**src/hw/rtl/tmtw_pkg.sv**
```systemverilog
package tmtw_pkg;

    // Screen geometry.
    localparam int COLUMNS    = 80;
    localparam int ROWS       = 25;
    localparam int CELL_TOTAL = COLUMNS * ROWS;
    localparam int TAB_STEP   = 4;

    // Derived widths.
    localparam int ADDR_W = $clog2(CELL_TOTAL);
    localparam int CNT_W  = $clog2(CELL_TOTAL + 1);
    localparam int CUR_W  = $clog2(CELL_TOTAL + TAB_STEP);
    localparam int COL_W  = $clog2(COLUMNS);
    localparam int TAB_W  = $clog2(TAB_STEP + 1);

    // Fixed field widths of the channels.
    localparam int FUNC_W      = 2;
    localparam int CHAR_W      = 8;
    localparam int CELL_ADDR_W = 11;
    localparam int POS_W       = 11;
    localparam int CELL_W      = 16;
    localparam int COLOR_W     = 4;

    // Operation codes.
    localparam logic [FUNC_W-1:0] FUNC_PUT   = 2'd0;
    localparam logic [FUNC_W-1:0] FUNC_CLEAR = 2'd1;
    localparam logic [FUNC_W-1:0] FUNC_READ  = 2'd2;

    // Character codes with special meaning.
    localparam logic [CHAR_W-1:0] CH_BACKSPACE = 8'd8;
    localparam logic [CHAR_W-1:0] CH_TAB       = 8'd9;
    localparam logic [CHAR_W-1:0] CH_NEWLINE   = 8'd10;
    localparam logic [CHAR_W-1:0] CH_SPACE     = 8'd32;

    localparam logic [COLOR_W-1:0] FG_RESET = 4'd14;
    localparam logic [COLOR_W-1:0] BG_RESET = 4'd0;
    localparam logic [CELL_W-1:0]  BLANK_RESET = {BG_RESET, FG_RESET, CH_SPACE};

    typedef struct packed {
        logic [COLOR_W-1:0] fg;
        logic [COLOR_W-1:0] bg;
    } tmtw_cfg_t;

endpackage

```
**src/hw/rtl/tmtw_ctrl.sv**
```systemverilog
module tmtw_ctrl (
    input  logic                                  aclk,
    input  logic                                  aresetn,
    input  tmtw_pkg::tmtw_cfg_t                   cfg,
    input  logic                                  s_valid,
    output logic                                  s_ready,
    input  logic [tmtw_pkg::FUNC_W-1:0]           s_func,
    input  logic [tmtw_pkg::CHAR_W-1:0]           s_char_code,
    input  logic [tmtw_pkg::CELL_ADDR_W-1:0]      s_cell_address,
    output logic                                  m_valid,
    input  logic                                  m_ready,
    output logic [tmtw_pkg::POS_W-1:0]            m_cursor_pos,
    output logic [tmtw_pkg::CELL_W-1:0]           m_cell_data,
    output logic                                  mem_we,
    output logic [tmtw_pkg::ADDR_W-1:0]           mem_waddr,
    output logic [tmtw_pkg::CELL_W-1:0]           mem_wdata,
    output logic                                  mem_re,
    output logic [tmtw_pkg::ADDR_W-1:0]           mem_raddr,
    input  logic [tmtw_pkg::CELL_W-1:0]           mem_rdata
);
    import tmtw_pkg::*;

    localparam logic [2:0] ST_INIT   = 3'd0;
    localparam logic [2:0] ST_IDLE   = 3'd1;
    localparam logic [2:0] ST_EXEC   = 3'd2;
    localparam logic [2:0] ST_SCROLL = 3'd3;
    localparam logic [2:0] ST_FILL   = 3'd4;
    localparam logic [2:0] ST_RESP   = 3'd5;

    logic [2:0]             state_reg, state_next;
    logic [CNT_W-1:0]       cnt_reg, cnt_next;
    logic [CUR_W-1:0]       cursor_reg, cursor_next;
    logic [COL_W-1:0]       col_reg, col_next;
    logic [FUNC_W-1:0]      func_reg;
    logic [CHAR_W-1:0]      char_reg;
    logic [CELL_ADDR_W-1:0] addr_reg;
    logic                   rd_sel_reg, rd_sel_next;
    logic                   cp_pend_reg, cp_pend_next;
    logic [ADDR_W-1:0]      cp_addr_reg, cp_addr_next;
    logic                   m_valid_reg, m_valid_next;
    logic [POS_W-1:0]       m_pos_reg;
    logic [CELL_W-1:0]      m_data_reg;
    logic                   out_load;

    // Cursor arithmetic for put.
    logic [CUR_W-1:0] cur_inc, cur_dec, cur_nl, tab_raw, cur_tab, tab_diff, pos_new;
    logic [COL_W-1:0] col_inc, col_dec, col_tab, col_new;
    logic [COL_W:0]   col_sum;
    logic [TAB_W-1:0] tab_delta;
    logic             put_we;
    logic [ADDR_W-1:0] put_addr;
    logic [CHAR_W-1:0] put_char;
    logic [CELL_W-1:0] blank_cell;

    assign blank_cell = {cfg.bg, cfg.fg, CH_SPACE};

    always_comb begin
        cur_inc   = cursor_reg + CUR_W'(1);
        cur_dec   = cursor_reg - CUR_W'(1);
        col_inc   = (col_reg == COL_W'(COLUMNS - 1)) ? '0 : col_reg + COL_W'(1);
        col_dec   = (col_reg == '0) ? COL_W'(COLUMNS - 1) : col_reg - COL_W'(1);
        cur_nl    = cursor_reg + CUR_W'(COLUMNS) - CUR_W'(col_reg);
        tab_raw   = cursor_reg + CUR_W'(TAB_STEP);
        cur_tab   = tab_raw & ~CUR_W'(TAB_STEP - 1);
        tab_diff  = cur_tab - cursor_reg;
        tab_delta = tab_diff[TAB_W-1:0];
        col_sum   = {1'b0, col_reg} + (COL_W+1)'(tab_delta);
        col_tab   = (col_sum >= (COL_W+1)'(COLUMNS))
                  ? COL_W'(col_sum - (COL_W+1)'(COLUMNS)) : col_sum[COL_W-1:0];

        put_we   = 1'b0;
        put_addr = cursor_reg[ADDR_W-1:0];
        put_char = char_reg;
        pos_new  = cursor_reg;
        col_new  = col_reg;
        if (char_reg == CH_NEWLINE) begin
            pos_new = cur_nl;
            col_new = '0;
        end else if (char_reg == CH_BACKSPACE) begin
            if (cursor_reg != '0) begin
                pos_new  = cur_dec;
                col_new  = col_dec;
                put_we   = 1'b1;
                put_addr = cur_dec[ADDR_W-1:0];
                put_char = CH_SPACE;
            end
        end else if (char_reg == CH_TAB) begin
            pos_new = cur_tab;
            col_new = col_tab;
        end else begin
            pos_new = cur_inc;
            col_new = col_inc;
            put_we  = 1'b1;
        end
    end

    assign out_load = !m_valid_reg || m_ready;

    always_comb begin
        state_next   = state_reg;
        cnt_next     = cnt_reg;
        cursor_next  = cursor_reg;
        col_next     = col_reg;
        rd_sel_next  = rd_sel_reg;
        cp_pend_next = 1'b0;
        cp_addr_next = cp_addr_reg;
        m_valid_next = m_valid_reg && !m_ready;
        mem_we       = 1'b0;
        mem_waddr    = cnt_reg[ADDR_W-1:0];
        mem_wdata    = blank_cell;
        mem_re       = 1'b0;
        mem_raddr    = cnt_reg[ADDR_W-1:0];

        unique case (state_reg)
            ST_INIT: begin
                mem_we    = 1'b1;
                mem_wdata = BLANK_RESET;
                if (cnt_reg == CNT_W'(CELL_TOTAL - 1)) begin
                    state_next = ST_IDLE;
                end else begin
                    cnt_next = cnt_reg + CNT_W'(1);
                end
            end
            ST_IDLE: begin
                if (s_valid) begin
                    state_next = ST_EXEC;
                end
            end
            ST_EXEC: begin
                rd_sel_next = 1'b0;
                state_next  = ST_RESP;
                unique case (func_reg)
                    FUNC_PUT: begin
                        mem_we    = put_we;
                        mem_waddr = put_addr;
                        mem_wdata = {cfg.bg, cfg.fg, put_char};
                        col_next  = col_new;
                        if (pos_new >= CUR_W'(CELL_TOTAL)) begin
                            cursor_next = pos_new - CUR_W'(COLUMNS);
                            cnt_next    = CNT_W'(COLUMNS);
                            state_next  = ST_SCROLL;
                        end else begin
                            cursor_next = pos_new;
                        end
                    end
                    FUNC_CLEAR: begin
                        cursor_next = '0;
                        col_next    = '0;
                        cnt_next    = '0;
                        state_next  = ST_FILL;
                    end
                    FUNC_READ: begin
                        if (32'(addr_reg) < CELL_TOTAL) begin
                            mem_re      = 1'b1;
                            mem_raddr   = ADDR_W'(addr_reg);
                            rd_sel_next = 1'b1;
                        end
                    end
                    default: begin
                    end
                endcase
            end
            ST_SCROLL: begin
                // Read one row ahead, write back in the following cycle.
                if (cp_pend_reg) begin
                    mem_we    = 1'b1;
                    mem_waddr = cp_addr_reg;
                    mem_wdata = mem_rdata;
                end
                if (cnt_reg != CNT_W'(CELL_TOTAL)) begin
                    mem_re       = 1'b1;
                    cnt_next     = cnt_reg + CNT_W'(1);
                    cp_pend_next = 1'b1;
                    cp_addr_next = ADDR_W'(cnt_reg - CNT_W'(COLUMNS));
                end else begin
                    cnt_next   = CNT_W'(CELL_TOTAL - COLUMNS);
                    state_next = ST_FILL;
                end
            end
            ST_FILL: begin
                mem_we = 1'b1;
                if (cnt_reg == CNT_W'(CELL_TOTAL - 1)) begin
                    state_next = ST_RESP;
                end else begin
                    cnt_next = cnt_reg + CNT_W'(1);
                end
            end
            ST_RESP: begin
                if (out_load) begin
                    m_valid_next = 1'b1;
                    state_next   = ST_IDLE;
                end
            end
            default: begin
                state_next = ST_IDLE;
            end
        endcase
    end

    always_ff @(posedge aclk) begin
        if (!aresetn) begin
            state_reg   <= ST_INIT;
            cnt_reg     <= '0;
            cursor_reg  <= '0;
            col_reg     <= '0;
            rd_sel_reg  <= 1'b0;
            cp_pend_reg <= 1'b0;
            m_valid_reg <= 1'b0;
        end else begin
            state_reg   <= state_next;
            cnt_reg     <= cnt_next;
            cursor_reg  <= cursor_next;
            col_reg     <= col_next;
            rd_sel_reg  <= rd_sel_next;
            cp_pend_reg <= cp_pend_next;
            m_valid_reg <= m_valid_next;
        end
    end

    always_ff @(posedge aclk) begin
        cp_addr_reg <= cp_addr_next;
        if (state_reg == ST_IDLE && s_valid) begin
            func_reg <= s_func;
            char_reg <= s_char_code;
            addr_reg <= s_cell_address;
        end
        if (state_reg == ST_RESP && out_load) begin
            m_pos_reg  <= POS_W'(cursor_reg);
            m_data_reg <= rd_sel_reg ? mem_rdata : '0;
        end
    end

    assign s_ready      = (state_reg == ST_IDLE);
    assign m_valid      = m_valid_reg;
    assign m_cursor_pos = m_pos_reg;
    assign m_cell_data  = m_data_reg;

endmodule

```
**config.mk**
```make
export PLATFORM = sky130hd
export DESIGN_NAME = tmtw_ctrl
export DESIGN_NICKNAME = d
export VERILOG_FILES = /design/src/hw/rtl/tmtw_pkg.sv /design/src/hw/rtl/tmtw_ctrl.sv
export SDC_FILE = /design/constraint.sdc
export NUM_CORES = 1
export LEC_CHECK = 0
export CAP_MARGIN = 20
export CORE_ASPECT_RATIO = 0.9
export CORE_MARGIN = 2
export CORE_UTILIZATION = 55
export CTS_BUF_LIST = sky130_fd_sc_hd__clkbuf_2 sky130_fd_sc_hd__clkbuf_4 sky130_fd_sc_hd__clkbuf_8
export CTS_CLUSTER_SIZE = 16
export DETAILED_ROUTE_END_ITERATION = 8
export DONT_BUFFER_PORTS = 1
export PLACE_DENSITY = 0.68
export SYNTH_ARGS = -nofsm -noshare
export SYNTH_HDL_FRONTEND = slang
export SYNTH_SLANG_ARGS = --single-unit
```
**constraint.sdc**
```tcl
create_clock -name aclk -period 7.57 [get_ports aclk]
set_input_delay 0.757 -clock aclk [delete_from_list [all_inputs] [get_ports aclk]]
set_output_delay 0.757 -clock aclk [all_outputs]
set_load 0.05 [all_outputs]
```
# Word-level counts from Yosys, hierarchy flattened
# Index checks and enable logic that the tools add are counted.
# word_totals
register_bits,94
elab_cells,124
in_bits,49
# classes
muxes,54
n_reduce_logical,19
n_lt_le_gt_ge,3
n_addsub,13
n_eq_ne,22
# op_table
op,n
$mux W11,15
$pmux W11 S2,3
$mux W7,7
$pmux W16 S3,1
$pmux W11 S3,1
$mux W8,4
$eq A8 B4 Y1 const B,3
$add A11 B1 Y11 const B,2
$sub A11 B7 Y11 const B,2
$mux W3,6
$pmux W3 S6,1
$mux W16,1
$pmux W7 S2,1
$ne A2 B2 Y1 const B,6
$add A11 B3 Y11 const B,1
$add A11 B7 Y11 const B,1
$eq A11 B11 Y1 const B,1
$ge A11 B11 Y1 const B,1
$lt A11 B11 Y1 const B,1
$mux W1,11
$ne A11 B11 Y1 const B,1
$reduce_bool A11 Y1,1
$sub A11 B1 Y11 const B,1
$sub A11 B7 Y11,1
other kinds (31),38

# Longest topological paths before layout
# logic_depth
word_depth,9
depth_mapped,18
ltp_nobuf,17

# Worst setup path before layout
# No wires, ideal clock.
# synth_timing
path_type,reg2out
from,register cursor_reg[9]
to,output mem_waddr[3] in the netlist's numbering
t_required_ns,6.813
path_stages_with_launch,13
slack_ns,3.482
t_arrival_ns,3.331
path_cell_list,dfxtp_1 -> clkbuf_1 -> inv_1 -> ha_1 -> and4b_1 -> and2_1 -> buf_2 -> nor2_2 -> nand2_1 -> xnor2_1 -> nand2_1 -> o21ai_0 -> a221oi_1
# synth_via
elab_chain_len,6
# synth_rtl
item,line_no,source
from (decl),tmtw_ctrl.sv:32,"logic [CUR_W-1:0] cursor_reg, cursor_next;"
from (signal assigned),tmtw_ctrl.sv:212,cursor_reg <= cursor_next;
$reduce_bool A11 Y1,tmtw_ctrl.sv:80,if (cursor_reg != '0) begin
$mux W11,tmtw_ctrl.sv:80,
$mux W11,tmtw_ctrl.sv:79,end else if (char_reg == CH_BACKSPACE) begin
$mux W11,tmtw_ctrl.sv:76,if (char_reg == CH_NEWLINE) begin
$mux W11,tmtw_ctrl.sv:132,unique case (func_reg)
$pmux W11 S2,tmtw_ctrl.sv:114,unique case (state_reg)
to (decl),tmtw_ctrl.sv:15,"output logic [tmtw_pkg::ADDR_W-1:0] mem_waddr,"
# Every way passes these cells.

# Worst setup path in the final report
# layout_timing
from,register state_reg[1]
to,output mem_we
# layout_via
elab_chain_len,3
word_cells_on_any_way,6
# layout_rtl
item,line_no,source
from (decl),tmtw_ctrl.sv:30,"logic [2:0] state_reg, state_next;"
from (signal assigned),tmtw_ctrl.sv:210,state_reg <= state_next;
$eq A3 B3 Y1 / $logic_not A3 Y1 (equally long branches),tmtw_ctrl.sv:114,
$reduce_or A2 Y1 (no line),--,
$pmux W1 S3 (*),tmtw_ctrl.sv:114,
to (decl),tmtw_ctrl.sv:14,"output logic mem_we,"
# Mark *: on every way between the ends. The rest lies on a longest branch, timed or not.

==> impl_summary.md <==
Worst setup path
The capture point of the worst path is mem_we. The kind of start point of the critical path is a flop. For the worst flop-to-flop path, the logic depth is 13. STA classifies the critical path endpoint as a primary output. In this run the worst path has a maximum fanout of 18. The worst register-to-register path ends at cnt_reg[5]. For flop-to-flop paths, the worst setup slack is 2930 ps. The data arrival time of the worst path is 4690 ps. At the worst endpoint, the required time is 6810 ps. In this run the critical register-to-register path is launched from char_reg[0]. The launching instance or port of the critical path is state_reg[1]. The start-to-end type of the worst setup path is reg -> out.

Place
The worst setup timing slack at the placement stage is 2690 ps. At the end of routability-driven placement, the weighted congestion stood at 0.967. The count of input and output buffers is 0. The instance area at placement is 6730 um2.

The post-detailed-placement half-perimeter wirelength is 14.4 mm. The number of placed instances, taps included, is 880.

Layout
The number of antenna diodes in the final layout is 0. The share of final-layout standard cells stronger than drive strength 1 is 0.0734. Relative to the synthesized area, the layout overhead comes to 4.04%.

The commonest non-fill, non-tap cell in the layout is nand2_1. The count of cells in the finished layout, fillers not included, comes to 896. At the end of the flow the core is filled with cells to 0.580. The register with the most flip-flops in the layout has 16 of them. The final design instance area without fill is 6900 um2.

The total number of nets in the final design is 824. Counting the fill cells in the layout gives 1077. In the layout the commonest cells are 70 x nand2_1, 59 x edfxtp_1, 58 x nor2_1.

Logic synthesis
The synthesized netlist occupies a cell area of 6630 um2. The netlist uses 73 different library cells. Of the synthesized area, sequential elements account for 0.373. The synthesized netlist net count is 847.

The Yosys step of the flow raised 0 warnings. Synthesis produced 754 cells. In the synthesized netlist the dominant register cell turns out to be edfxtp_1. A synthesized cell averages 8.79 um2. After synthesis the netlist holds a flip-flop and latch count of 94.

Counting flops with a built-in enable in the synthesized netlist gives 59. In the synthesized netlist the async set-or-reset flop fraction comes to 0.

STA
The post-layout minimum cycle time is 5440 ps. The final max-slew violation count was 0. Across the routed clock network, the largest skew measured is 11.8 ps. The highest clock frequency the design can meet is 184 MHz.

The measured slew at the worst slew-check pin is 1110 ps. The hold violation count in the final report is 0. Setup violations remaining at the end of the flow were counted as 0. The max-slew headroom at the worst pin is 0.271. Setup repair after global routing left no endpoint under its margin. The final setup TNS is 0 ps.

The worst setup slack after layout is 2130 ps. The final cycle utilization of the critical path is 0.719.

Power and ir drop
The maximum resistive drop on vdd is 0.131 mV. For this design the ratio of total power to cell area is 127 nW/um2. The leakage component of the power is 2.42 nW.

Clock tree
The quantity of hold-fixing buffers added after cts is 0. The post-cts gate resize count is 0. The maximum number of buffers from clock root to sink is 2.

The clock root buffer is clkbuf_8. The maximum level of the CTS H-tree is 3. The TritonCTS clock tree is yes. The clock latency on the worst-skew pair is 380 ps.

Clock-pin slew was measured on the worst setup and hold paths at 90 ps. The clock net sink count is 94. The total CTS buffers is 9.

The post-CTS setup-driven buffer insertion count is 0.

Die
The width of the die is 120 um. The initial utilization of the core area, before any placement, comes to 0.558. The total core area is 11900 um2. The die covers 13000 um2.

118 I/O pins were placed. The total number of placement rows is 38. The die height is 108 um.

Flow run
Max-cap violations in this run came to 0.

Status
The run finished with clean final reports.

Route
The routed length per instance is 21.2 um. The DRC marker count from the first detailed-route iteration is 691. Once detail routing completed, the nets flagged for antenna violations numbered 0. The total length of routed wires is 19.0 mm.

After detailed routing, the number of vias per cell comes to 6.36. The number of detailed-routing iterations run before antenna repair is 6. The number of remaining DRC errors is 0. The count of vias placed by the detailed router is 5700.

GRT
The via count of the first global-routing pass is 5158. Entering global routing, the biggest net connects 37 pins. Across every metal layer, demand over resource in global routing totals 0.295. Global routing finished with a remaining overflow of 0. The first-pass GRT wire length is 29.1 mm. The number of antenna violations at the first check in global routing came to 0.

Worst hold path
The type of the worst min-delay path is in -> reg.
==> Yosys cell counts (9+ instances only) <==
library cell  count  area, um2
edfxtp_1         59       1770
a21oi_1          55        275
ha_1             42        526
nor2_1           59        221
a31oi_1          13       81.3
o21ai_0          59        295
nand2_1          70        263
inv_1            41        154
nand3_1          17       85.1
dfxtp_1          35        701
and2_1           25        156
nor2b_1          22        138
nor3_1           18       90.1
xnor2_1          34        298
a21o_1            9       67.6
a211oi_1          9       67.6
clkbuf_1         34        128
==> how the worst min path moves through the flow <==
stage	start	end	cells after the start
floorplan	cursor_reg[9]	m_cursor_pos[9]	0
global placement	cnt_reg[1]	cnt_reg[1]	2
detailed placement	cnt_reg[1]	cnt_reg[1]	2
CTS	s_char_code[1]	char_reg[1]	0
global route	s_char_code[5]	char_reg[5]	0
finish	s_char_code[5]	char_reg[5]	0
==> cells by family after synthesis <==
| kind of cell | after synthesis | share of synthesized area |
|---|---|---|
| buf+inv | 82 | 0.0481 |
| compound gates | 215 | 0.214 |
| mux | 15 | 0.0242 |
| flops | 94 | 0.373 |
| xor+xnor | 40 | 0.0528 |
| fa+ha+maj | 44 | 0.0853 |
| simple gates | 264 | 0.203 |
==> final cells by class <==
class / count / area [um2] / area share
Multi-Input combinational cell: 578 / 3850 / 0.558
Sequential cell: 94 / 2470 / 0.358
Tap cell: 160 / 200 / 0.0290
Inverter: 41 / 154 / 0.0223
Clock buffer: 11 / 139 / 0.0201
Timing Repair Buffer: 7 / 52.6 / 0.00762
Clock inverter: 5 / 33.8 / 0.00490
==> power by group <==
part	internal [mW]	leakage, nW	total, mW	switching [mW]
clock network	0.128	0.0914	0.309	0.181
registers	0.541	0.809	0.544	0.00274
logic	0.00810	1.52	0.0235	0.0154
==> per-layer routing <==
| layer | global-route usage | vias to the layer above | share of wire |
|---|---|---|---|
| met1 | 0.436 | 2675 | 0.47 |
| met2 | 0.411 | 309 | 0.41 |
| met5 | 0 | - | 0 |
| li1 | - | 2696 | - |
| met4 | 0.0857 | 0 | 0.015 |
| met3 | 0.0928 | 20 | 0.11 |
==> critical path: stages (launching register included) <==
cell,delay [ps]
dfxtp_1,700
nand2b_1,420
nor2_1,400
nand2_1,350
nor2_1,820
nand3_1,610
o21ai_1,990
==> per-stage QoR <==
| stage | total power, mW | hold slack, ps |
|---|---|---|
| 2_1_floorplan | 0.576 | 432 |
| 3_3_place_gp | 0.579 | 527 |
| 3_5_place_dp | 0.579 | 530 |
| 4_1_cts | 0.885 | 447 |
| 5_1_grt | 0.905 | 442 |
| 6_report | 0.876 | 461 |
Power figures use the tool's default switching activity.
